## src/rtl/assert_macros.svh

```systemverilog
// Assertion macros shared by the RTL of the UTF-8 stream decoder.
// Depends on nothing; files that assert take this header by include.
`ifndef ASSERT_MACROS_SVH
`define ASSERT_MACROS_SVH

// Same-cycle implication, disabled while reset is high.
`define ASSERT_IMPLIES(label, clk, rst, ante, cons, msg) \
   label: assert property (@(posedge clk) disable iff (rst) (ante) |-> (cons)) \
      else $error(msg);

// Next-cycle implication, disabled while reset is high.
`define ASSERT_NEXT(label, clk, rst, ante, cons, msg) \
   label: assert property (@(posedge clk) disable iff (rst) (ante) |=> (cons)) \
      else $error(msg);

`endif

```

## src/rtl/u8d_pkg.sv

```systemverilog
// Types and constants of the UTF-8 stream decoder.
// Depends on nothing; used by utf8_stream_decoder.
package u8d_pkg;

   localparam int unsigned CpWidth = 21;

   localparam logic [7:0] ContMask   = 8'hC0;
   localparam logic [7:0] ContCode   = 8'h80;
   localparam logic [7:0] PayloadMask = 8'h3F;
   localparam logic [7:0] Lead3Min   = 8'hE0;
   localparam logic [7:0] Lead4Min   = 8'hF0;
   localparam logic [7:0] InvalidMin = 8'hF8;

   localparam logic [CpWidth-1:0] SurrLo = 21'h00D800;
   localparam logic [CpWidth-1:0] SurrHi = 21'h00DFFF;

   typedef struct packed {
      logic [CpWidth-1:0] code_point;
      logic               is_error;
      logic               last_of_run;
   } result_type;

endpackage

```

## src/rtl/utf8_stream_decoder.sv

```systemverilog
// UTF-8 stream decoder: input byte register, decode logic and a two-entry result buffer.
// Depends on u8d_pkg and assert_macros.svh.
//
// Usage:
//  Bytes enter on the req_ channel, one per transfer, with req_end_of_data marking the
//  final byte of a text. Each byte gives zero, one or two results on the rsp_ channel:
//  a decoded code point or an error mark (code point zero). rsp_last_of_run is set on
//  the final result that a byte causes; a byte that gives no result shows nothing.
//  A byte is taken into an input register and decoded from there; when it advances, its
//  results enter the result buffer and the first result is shown on the rsp_ channel.
//  One byte per cycle is sustained while rsp_stall is low; a byte that gives two results
//  holds the input register while the second result is sent,
//  as the result buffer has one output port.
//  While rsp_stall is high the results wait in the buffer and one further byte waits
//  in the input register, after which req_stall is raised.
//  A byte with end_of_data reports any unfinished sequence as an error and returns the
//  decoder to its reset state. Synchronous reset empties both registers and clears the
//  pending sequence and the stray-skipping flag.
module utf8_stream_decoder (
   input  logic        clock,
   input  logic        reset,
   input  logic        req_valid,
   output logic        req_stall,
   input  logic [7:0]  req_data_byte,
   input  logic        req_end_of_data,
   output logic        rsp_valid,
   input  logic        rsp_stall,
   output logic [20:0] rsp_code_point,
   output logic        rsp_is_error,
   output logic        rsp_last_of_run
);

`include "assert_macros.svh"

   // Input register.
   logic       in_valid_ff, in_valid_in;
   logic [7:0] in_byte_ff, in_byte_in;
   logic       in_eod_ff, in_eod_in;

   // Decoder state.
   logic [20:0] acc_ff, acc_in;
   logic [1:0]  rem_ff, rem_in;
   logic        skip_ff, skip_in;

   // Result buffer.
   u8d_pkg::result_type slot0_ff, slot0_in, slot1_ff, slot1_in;
   logic                slot0_valid_ff, slot0_valid_in, slot1_valid_ff, slot1_valid_in;

   logic advance, drain0, req_take;

   // Decode signals.
   logic [7:0]  b;
   logic        cont;
   logic        run_start;
   logic        sb_res, sb_err, sb_skip;
   logic [20:0] sb_cp, sb_acc;
   logic [1:0]  sb_rem;
   logic        ev_a, ev_a_err, ev_b, ev_c;
   logic [20:0] ev_a_cp, acc_shift, acc_mid;
   logic [1:0]  rem_dec, rem_mid;
   logic        skip_mid, surr;
   u8d_pkg::result_type r0, r1;
   logic        r0_valid, r1_valid;

   assign drain0    = slot0_valid_ff && !rsp_stall;
   assign advance   = in_valid_ff && !slot1_valid_ff && (!slot0_valid_ff || drain0);
   assign req_stall = in_valid_ff && !advance;
   assign req_take  = req_valid && !req_stall;

   assign rsp_valid       = slot0_valid_ff;
   assign rsp_code_point  = slot0_ff.code_point;
   assign rsp_is_error    = slot0_ff.is_error;
   assign rsp_last_of_run = slot0_ff.last_of_run;

   // Decoding of a byte taken as a fresh start: no sequence pending, a broken sequence or a skip that ends.
   always_comb begin
      b       = in_byte_ff;
      cont    = (b & u8d_pkg::ContMask) == u8d_pkg::ContCode;
      sb_res  = 1'b0;
      sb_err  = 1'b0;
      sb_skip = 1'b0;
      sb_cp   = '0;
      sb_acc  = '0;
      sb_rem  = 2'd0;
      if (!b[7]) begin
         sb_res = 1'b1;
         sb_cp  = {13'd0, b};
      end else if (cont || b >= u8d_pkg::InvalidMin) begin
         sb_res  = 1'b1;
         sb_err  = 1'b1;
         sb_skip = 1'b1;
      end else if (b < u8d_pkg::Lead3Min) begin
         sb_acc = {16'd0, b[4:0]};
         sb_rem = 2'd1;
      end else if (b < u8d_pkg::Lead4Min) begin
         sb_acc = {17'd0, b[3:0]};
         sb_rem = 2'd2;
      end else begin
         sb_acc = {18'd0, b[2:0]};
         sb_rem = 2'd3;
      end
   end

   // Main step: event a comes from the pending sequence, event b from a new start
   // byte and event c from truncation at end of data. At most two of them fire.
   always_comb begin
      acc_shift = {acc_ff[14:0], b[5:0]};
      rem_dec   = rem_ff - 2'd1;
      surr      = (acc_shift >= u8d_pkg::SurrLo) && (acc_shift <= u8d_pkg::SurrHi);
      ev_a      = 1'b0;
      ev_a_err  = 1'b0;
      ev_a_cp   = '0;
      run_start = 1'b0;
      acc_mid   = acc_ff;
      rem_mid   = rem_ff;
      skip_mid  = skip_ff;
      if (rem_ff != 2'd0) begin
         if (cont) begin
            rem_mid = rem_dec;
            if (rem_dec == 2'd0) begin
               ev_a     = 1'b1;
               ev_a_err = surr;
               ev_a_cp  = surr ? '0 : acc_shift;
               acc_mid  = '0;
            end else begin
               acc_mid = acc_shift;
            end
         end else begin
            // A broken sequence is reported, then the byte is taken as a fresh start.
            ev_a      = 1'b1;
            ev_a_err  = 1'b1;
            run_start = 1'b1;
         end
      end else if (skip_ff) begin
         if (!cont) begin
            skip_mid  = 1'b0;
            run_start = 1'b1;
         end
      end else begin
         run_start = 1'b1;
      end

      ev_b = run_start && sb_res;
      if (run_start) begin
         acc_mid = sb_acc;
         rem_mid = sb_rem;
         if (sb_skip) begin
            skip_mid = 1'b1;
         end
      end

      ev_c = in_eod_ff && (rem_mid != 2'd0);
      if (in_eod_ff) begin
         acc_in  = '0;
         rem_in  = 2'd0;
         skip_in = 1'b0;
      end else begin
         acc_in  = acc_mid;
         rem_in  = rem_mid;
         skip_in = skip_mid;
      end

      r0       = '0;
      r1       = '0;
      r0_valid = 1'b0;
      r1_valid = 1'b0;
      if (ev_a) begin
         r0_valid      = 1'b1;
         r0.code_point = ev_a_cp;
         r0.is_error   = ev_a_err;
         r1_valid      = ev_b || ev_c;
         r1.code_point = ev_b ? sb_cp : '0;
         r1.is_error   = ev_b ? sb_err : 1'b1;
      end else if (ev_b) begin
         r0_valid      = 1'b1;
         r0.code_point = sb_cp;
         r0.is_error   = sb_err;
         r1_valid      = ev_c;
         r1.is_error   = 1'b1;
      end else begin
         r0_valid    = ev_c;
         r0.is_error = 1'b1;
      end
      r0.last_of_run = !r1_valid;
      r1.last_of_run = 1'b1;
   end

   // Input register and result buffer next values.
   always_comb begin
      in_valid_in = in_valid_ff;
      in_byte_in  = in_byte_ff;
      in_eod_in   = in_eod_ff;
      if (req_take) begin
         in_valid_in = 1'b1;
         in_byte_in  = req_data_byte;
         in_eod_in   = req_end_of_data;
      end else if (advance) begin
         in_valid_in = 1'b0;
      end

      slot0_in       = slot0_ff;
      slot1_in       = slot1_ff;
      slot0_valid_in = slot0_valid_ff;
      slot1_valid_in = slot1_valid_ff;
      if (advance) begin
         slot0_in       = r0;
         slot1_in       = r1;
         slot0_valid_in = r0_valid;
         slot1_valid_in = r1_valid;
      end else if (drain0) begin
         slot0_in       = slot1_ff;
         slot0_valid_in = slot1_valid_ff;
         slot1_valid_in = 1'b0;
      end
   end

   always_ff @(posedge clock) begin
      if (reset) begin
         in_valid_ff    <= 1'b0;
         slot0_valid_ff <= 1'b0;
         slot1_valid_ff <= 1'b0;
         acc_ff         <= '0;
         rem_ff         <= 2'd0;
         skip_ff        <= 1'b0;
      end else begin
         in_valid_ff    <= in_valid_in;
         slot0_valid_ff <= slot0_valid_in;
         slot1_valid_ff <= slot1_valid_in;
         if (advance) begin
            acc_ff  <= acc_in;
            rem_ff  <= rem_in;
            skip_ff <= skip_in;
         end
      end
   end

   always_ff @(posedge clock) begin
      in_byte_ff <= in_byte_in;
      in_eod_ff  <= in_eod_in;
      slot0_ff   <= slot0_in;
      slot1_ff   <= slot1_in;
   end

   `ASSERT_IMPLIES(a_slot_order, clock, reset, slot1_valid_ff, slot0_valid_ff,
                   "second result without first")
   `ASSERT_IMPLIES(a_pending_no_skip, clock, reset, rem_ff != 2'd0, !skip_ff,
                   "skipping while sequence pending")
   `ASSERT_IMPLIES(a_error_zero, clock, reset, slot0_valid_ff && slot0_ff.is_error,
                   slot0_ff.code_point == '0, "error result with nonzero code point")
   `ASSERT_NEXT(a_eod_clears, clock, reset, advance && in_eod_ff,
                rem_ff == 2'd0 && !skip_ff && acc_ff == '0,
                "state not cleared after end of data")

endmodule
```

## config.mk

```make
export PLATFORM = sky130hd
export DESIGN_NAME = utf8_stream_decoder
export DESIGN_NICKNAME = d
export VERILOG_FILES = /design/src/rtl/u8d_pkg.sv /design/src/rtl/utf8_stream_decoder.sv
export VERILOG_INCLUDE_DIRS = /design/src /design/src/rtl
export SDC_FILE = /design/constraint.sdc
export NUM_CORES = 1
export LEC_CHECK = 0
export ABC_AREA = 1
export ABC_CLOCK_PERIOD_IN_PS = 2200
export BUFFER_PORTS_ARGS = -buffer_cell sky130_fd_sc_hd__buf_2
export CORE_ASPECT_RATIO = 1.1
export CORE_MARGIN = 4
export CORE_UTILIZATION = 40
export DETAILED_ROUTE_END_ITERATION = 8
export GPL_TIMING_DRIVEN = 0
export SYNTH_ARGS = -nofsm -noshare
export SYNTH_HDL_FRONTEND = slang
export SYNTH_SLANG_ARGS = --single-unit
```

## constraint.sdc

```tcl
create_clock -name clock -period 2.2 [get_ports clock]
set_clock_uncertainty 0.2 [all_clocks]
set_input_delay 0.66 -clock clock [delete_from_list [all_inputs] [get_ports clock]]
set_output_delay 0.66 -clock clock [all_outputs]
set_load 0.02 [all_outputs]
```

* After elaboration in Yosys (flattened, before gate mapping)
Index checks and enable logic that the tools add are counted.
** Word-level totals
- Flip-flop bits (word level) :: 75
- Input bits :: 13
- Output and inout port bits :: 25
- Logic and storage cells :: 102
** Cells by class
- Add/sub/neg operators :: 1
- Order comparisons :: 5
- Eq/ne operators :: 1
- Mux-type cells :: 57
- Reductions and logical operators :: 25
** Operators by type and width (count)
- 21-bit 2-to-1 mux :: 5
- 15-bit 2-to-1 mux :: 5
- 23-bit 2-to-1 mux :: 2
- 1-bit 2-to-1 mux :: 32
- 22-bit 2-to-1 mux :: 1
- 21-bit by 16-bit >= comparator with 1-bit output, second input constant :: 1
- 21-bit by 16-bit <= comparator with 1-bit output, second input constant :: 1
- 8-bit less-than comparator, second input constant :: 2
- 5-bit 2-to-1 mux :: 3
- 2-bit 2-to-1 mux :: 7
- 8-bit >= comparator, second input constant :: 1
- 1-bit logical AND :: 8
- 2-bit nonzero test :: 4
- 7-bit 2-to-1 mux :: 1
- 1-bit logical NOT :: 6
- 3-bit nonzero test :: 2
- 4-bit 2-to-1 mux :: 1
- 1-bit logical OR :: 3
- 3-bit AND reduction :: 1
- 2-bit == test, second input constant :: 1
- 2-bit logical NOT :: 1
- 2-bit by 1-bit subtractor with 2-bit output, second input constant :: 1

* Depth between registers and ports, before layout
- Word-level depth :: 12
- Gate-level depth with buffers :: 13
- Gate-level depth less buffers :: 13

* Worst setup path after synthesis
No wires, ideal clock.
- Path kind :: input to register
- Start :: input rsp_stall
- End :: register slot0_valid_ff, in the netlist rsp_valid
- Setup time :: 123 ps
- Arrival :: 1874 ps
- Required time :: 1877 ps
- Path slack :: 4 ps
- Stages :: 7
- Buffers on the path :: 0
- Path through :: nand2_1 -> nand2_1 -> nor2_4 -> inv_2 -> nand2_1 -> nor3b_1 -> a21oi_1
** On the way
- Word-level cells in the longest chain between the ends :: 5
- Elaborated cells between the ends (all ways) :: 6
- Classes of those cells :: mux (1); reduce/logical (5)
** Ends and longest elaborated chain
- from (decl) :: RTL line utf8_stream_decoder.sv:27 : input logic rsp_stall,
- 1-bit logical NOT * :: RTL line utf8_stream_decoder.sv:65 : assign drain0 = slot0_valid_ff && !rsp_stall;
- 1-bit logical AND * :: RTL line utf8_stream_decoder.sv:65
- 1-bit logical OR :: RTL line utf8_stream_decoder.sv:66 : assign advance = in_valid_ff && !slot1_valid_ff && (!slot0_valid_ff || drain0);
- 1-bit logical AND :: RTL line utf8_stream_decoder.sv:66
- 1-bit 2-to-1 mux / 2-bit nonzero test (equally long branches)
- to (signal assigned) :: RTL line utf8_stream_decoder.sv:227 : slot0_valid_ff <= slot0_valid_in;
- to (decl) :: RTL line utf8_stream_decoder.sv:47 : logic slot0_valid_ff, slot0_valid_in, slot1_valid_ff, slot1_valid_in;
Mark *: on every way between the ends. The rest lies on a longest branch, timed or not.
A chain may end at the register's enable or synchronous reset.

* Final worst setup path
- Start :: input rsp_stall
- End :: output req_stall
** On the way
- Word-level cells in the longest chain between the ends :: 6
** Ends and longest elaborated chain
- 1-bit logical NOT :: RTL line utf8_stream_decoder.sv:65
- 1-bit logical AND :: RTL line utf8_stream_decoder.sv:65
- 1-bit logical OR :: RTL line utf8_stream_decoder.sv:66
- 1-bit logical AND :: RTL line utf8_stream_decoder.sv:66
- 1-bit logical NOT :: RTL line utf8_stream_decoder.sv:67 : assign req_stall = in_valid_ff && !advance;
- 1-bit logical AND :: RTL line utf8_stream_decoder.sv:67
- to (decl) :: RTL line utf8_stream_decoder.sv:23 : output logic req_stall,
No other way between the ends.

==> out/metrics.csv <==
stage,metric,value,unit
cts,clk_latency,340,ps
setup_path,rr_endpoint,rsp_code_point[6]$_DFFE_PP_,
global_routing,grt_max_degree,26,
cts,clkSinkCount,61,
pwr,power,2.69,mW
timing,tns,0,ps
timing,final-setup-viol-count,0,
floorplanning,die-area,8340,µm²
floorplanning,num_rows,31,
setup_path,r2r_slack,200,ps
worst_hold_path,holdPathStages,2,
global_routing,grt_usage,14.3,%
synth,syn-cell-area,2780,µm²
cts,cts-htree-levels,3,
floorplanning,die_w,87.4,µm
detailed_routing,via_per_inst,4.87,
synth,synth_cell_types,34,
global_routing,grt_pass1_wl,9010,µm
timing,drv_slew,0,
placed_design,place_congestion,0.886,
synth,syn_inst,277,
layout,final_common_cell,nand2_1,
setup_path,path_depth,6,
detailed_routing,drt_iter0_drc,77,
setup_path,path_cells,"buf_2, nand2_1, nand2_1, nor2_4, nor2_2, buf_4",
setup_path,start_kind,input port,
detailed_routing,wl_per_cell,13.2,µm
pwr,powerDensity,820,nW/µm²
timing,relSlewSlack,45.1,%
synth,synth_sequential_area_ratio,58.4,%
detailed_routing,antenna_left,0,
synth,synth_top_area_cell,edfxtp_1,
placed_design,portBuffers,37,
synth,syn_avg_cell_area,10.0,µm²
layout,layout_common_cells,"42 x nand2_1, 40 x edfxtp_1, 37 x nor2_1, 37 x buf_2, 29 x a21oi_1",
detailed_routing,drc,0,
setup_path,cp-startpoint,rsp_stall,
worst_hold_path,min-delay-start,acc_ff[3]$_SDFFE_PP0P_,
layout,multiInputGateArea,953,µm²
layout,seq_area,1620,µm²
timing,clock.fmax,474,MHz
run_status,status,finished clean,
layout,instances_no_fill,413,
timing,period_needed,2110,ps
placed_design,placedCellCount,396,
setup_path,path_delay_family,simple AND/OR/NAND/NOR gates,
setup_path,crit_type,in2out,
setup_path,critPathBufInv,2,
setup_path,crit_fanout,3,
cts,clkTransAtPathRegs,60,ps
setup_path,critPathSlowestCell,buf_4,
worst_hold_path,hold_class,reg2reg,
global_routing,grt_overflow,0,
pwr,peakVddDrop,436,µV
cts,cts_tree,built,
flow_run,maxCapViolations,0,
floorplanning,die_h,95.4,µm
detailed_routing,drtPass1Iterations,4,
detailed_routing,routed-via-count,2013,
setup_path,crit_top_cell,nand2_1,
global_routing,grt_pass1_vias,1953,
timing,hold_viol,0,
timing,worst_pin_slew,823,ps
synth,yosys_warnings,0,
pwr,p_leak,1.25,nW
synth,syn-num-nets,293,
setup_path,ff2ff_path_depth,8,
setup_path,crit_required,1340,ps
layout,n_antenna_cell,0,
detailed_routing,routed_wl,5440,µm
timing,post-route-period-util,95.9,%
setup_path,end_kind,output pin,
setup_path,regToRegStartpoint,b[6]$_DFFE_PP_,
layout,nFillCells,635,
synth,yosysTopAreaCellShare,43.3,%
placed_design,place_hpwl,4010,µm
timing,rsz0062_at_grt,no,
setup_path,cpPeakStageDelay,150,ps
global_routing,antenna_found_initial,0,
layout,fin_nets,343,
worst_hold_path,holdPathEnd,acc_ff[3]$_SDFFE_PP0P_,
layout,drive_above_1_share,27.5,%
synth,synth_area_leaders,"edfxtp_1 43%, dfxtp_1 15%, nand2_1 5.8%",
cts,cts_inserted_buffers,9,
synth,ys_ff_latch,61,
cts,clock-root-buffer,clkbuf_8,
cts,clock_path_buffers,2,
floorplanning,core_area,6670,µm²
floorplanning,initial_core_util,41.6,%
floorplanning,ios,38,
setup_path,arrival,1250,ps
layout,syn_to_final_growth,18.2,%
## through the flow
stage / hold slack, ps / utilization, % / area, µm² / worst slack [ps]
floorplan: 252 / - / 2780 / 3.71
global placement: 275 / 45.9 / 3060 / -367
detailed placement: 277 / 45.9 / 3060 / -429
CTS: 278 / 48.7 / 3250 / 1.83
global route: 282 / 49.2 / 3280 / 50.5
finish: 283 / 49.2 / 3280 / 90.4
## state kept, by name (all words and copies together) (netlist names)
register         cells
rsp_is_error         1
in_valid_ff          1
slot1_valid_ff       1
skip_ff              1
slot1_ff             8
rsp_valid            1
in_eod_ff            1
rsp_code_point      21
acc_ff              15
rsp_last_of_run      1
b                    8
rem_ff               2
## power by group
group          total, mW  leakage [nW]  internal, mW  switching (mW)
logic              0.368         0.599         0.117           0.251
registers           1.37         0.563          1.33          0.0395
clock network      0.949        0.0911         0.546           0.403
## timing repair
item | in CTS | in global routing
buffers inserted | 0 | 2
endpoints found under the setup margin | 2 | 20
resized for setup | 2 | 7
hold buffers | 0 | 0
pin swaps | 0 | 1
## kinds of logic (layout without fill, tap and decap cells)
| family | count (synthesis) | in the layout | synth area share [%] |
|---|---|---|---|
| adders and majority gates | 3 | 3 | 1.35 |
| buffers and inverters | 44 | 98 | 7.62 |
| and+or+nand+nor | 111 | 111 | 18.7 |
| DFF | 61 | 61 | 58.4 |
| AOI/OAI and AO/OA | 58 | 58 | 13.9 |
## per-layer routing
layer / global-route usage, % / share of wire [%] / vias to the layer above
li1: - / - / 1050
met4: 4.99 / 0.99 / 0
met5: 0 / 0 / -
met3: 4.41 / 4.3 / 4
met2: 24.4 / 50 / 41
met1: 16.9 / 45 / 918
## worst register-to-register path, stage by stage (launching register included)
cell and delay [ps]:
edfxtp_1 480, nor2_4 240, inv_2 80, o21bai_4 270, nor3_2 60, and2_1 160
buf_6 130, nand2_1 50, a21oi_1 70
## layout make-up
class | count | share of cell area, %
tap | 82 | 3.13
timing repair buffer | 39 | 6.18
inverter | 33 | 3.89
multi-input combinational | 172 | 29.1
sequential | 61 | 49.5
buffer | 11 | 2.67
clock buffer | 13 | 4.54
clock inverter | 2 | 1.03
## worst max path at each step
stage	end
CTS	req_stall
floorplan	rsp_valid$_SDFFE_PP0P_
finish	req_stall
detailed placement	rsp_valid$_SDFFE_PP0P_
global placement	rsp_valid$_SDFFE_PP0P_
global route	rsp_valid$_SDFFE_PP0P_
## synthesized netlist by cell type
cell       count
inv_1         27
nand2_1       43
nor3_2         1
nor2_4         2
nand2_2        3
dfxtp_1       21
o21ai_0        3
and2_1         1
buf_6          6
nor3b_1        1
nand4_1        3
a31oi_1        7
inv_2          5
nor3_1         5
a211oi_2       5
nor4_1         1
ha_1           3
o21bai_4       1
nand4_2        2
a211oi_1       5
clkinv_1       1
buf_2          1
nor2_1        38
clkbuf_1       4
edfxtp_1      40
nand3_1        7
o21bai_1       2
o2111ai_1      2
nor2_2         1
a21oi_1       30
nand3_2        2
nor3b_2        1
o21ai_2        1
a21oi_2        2
(Power assumes the default switching activity.)
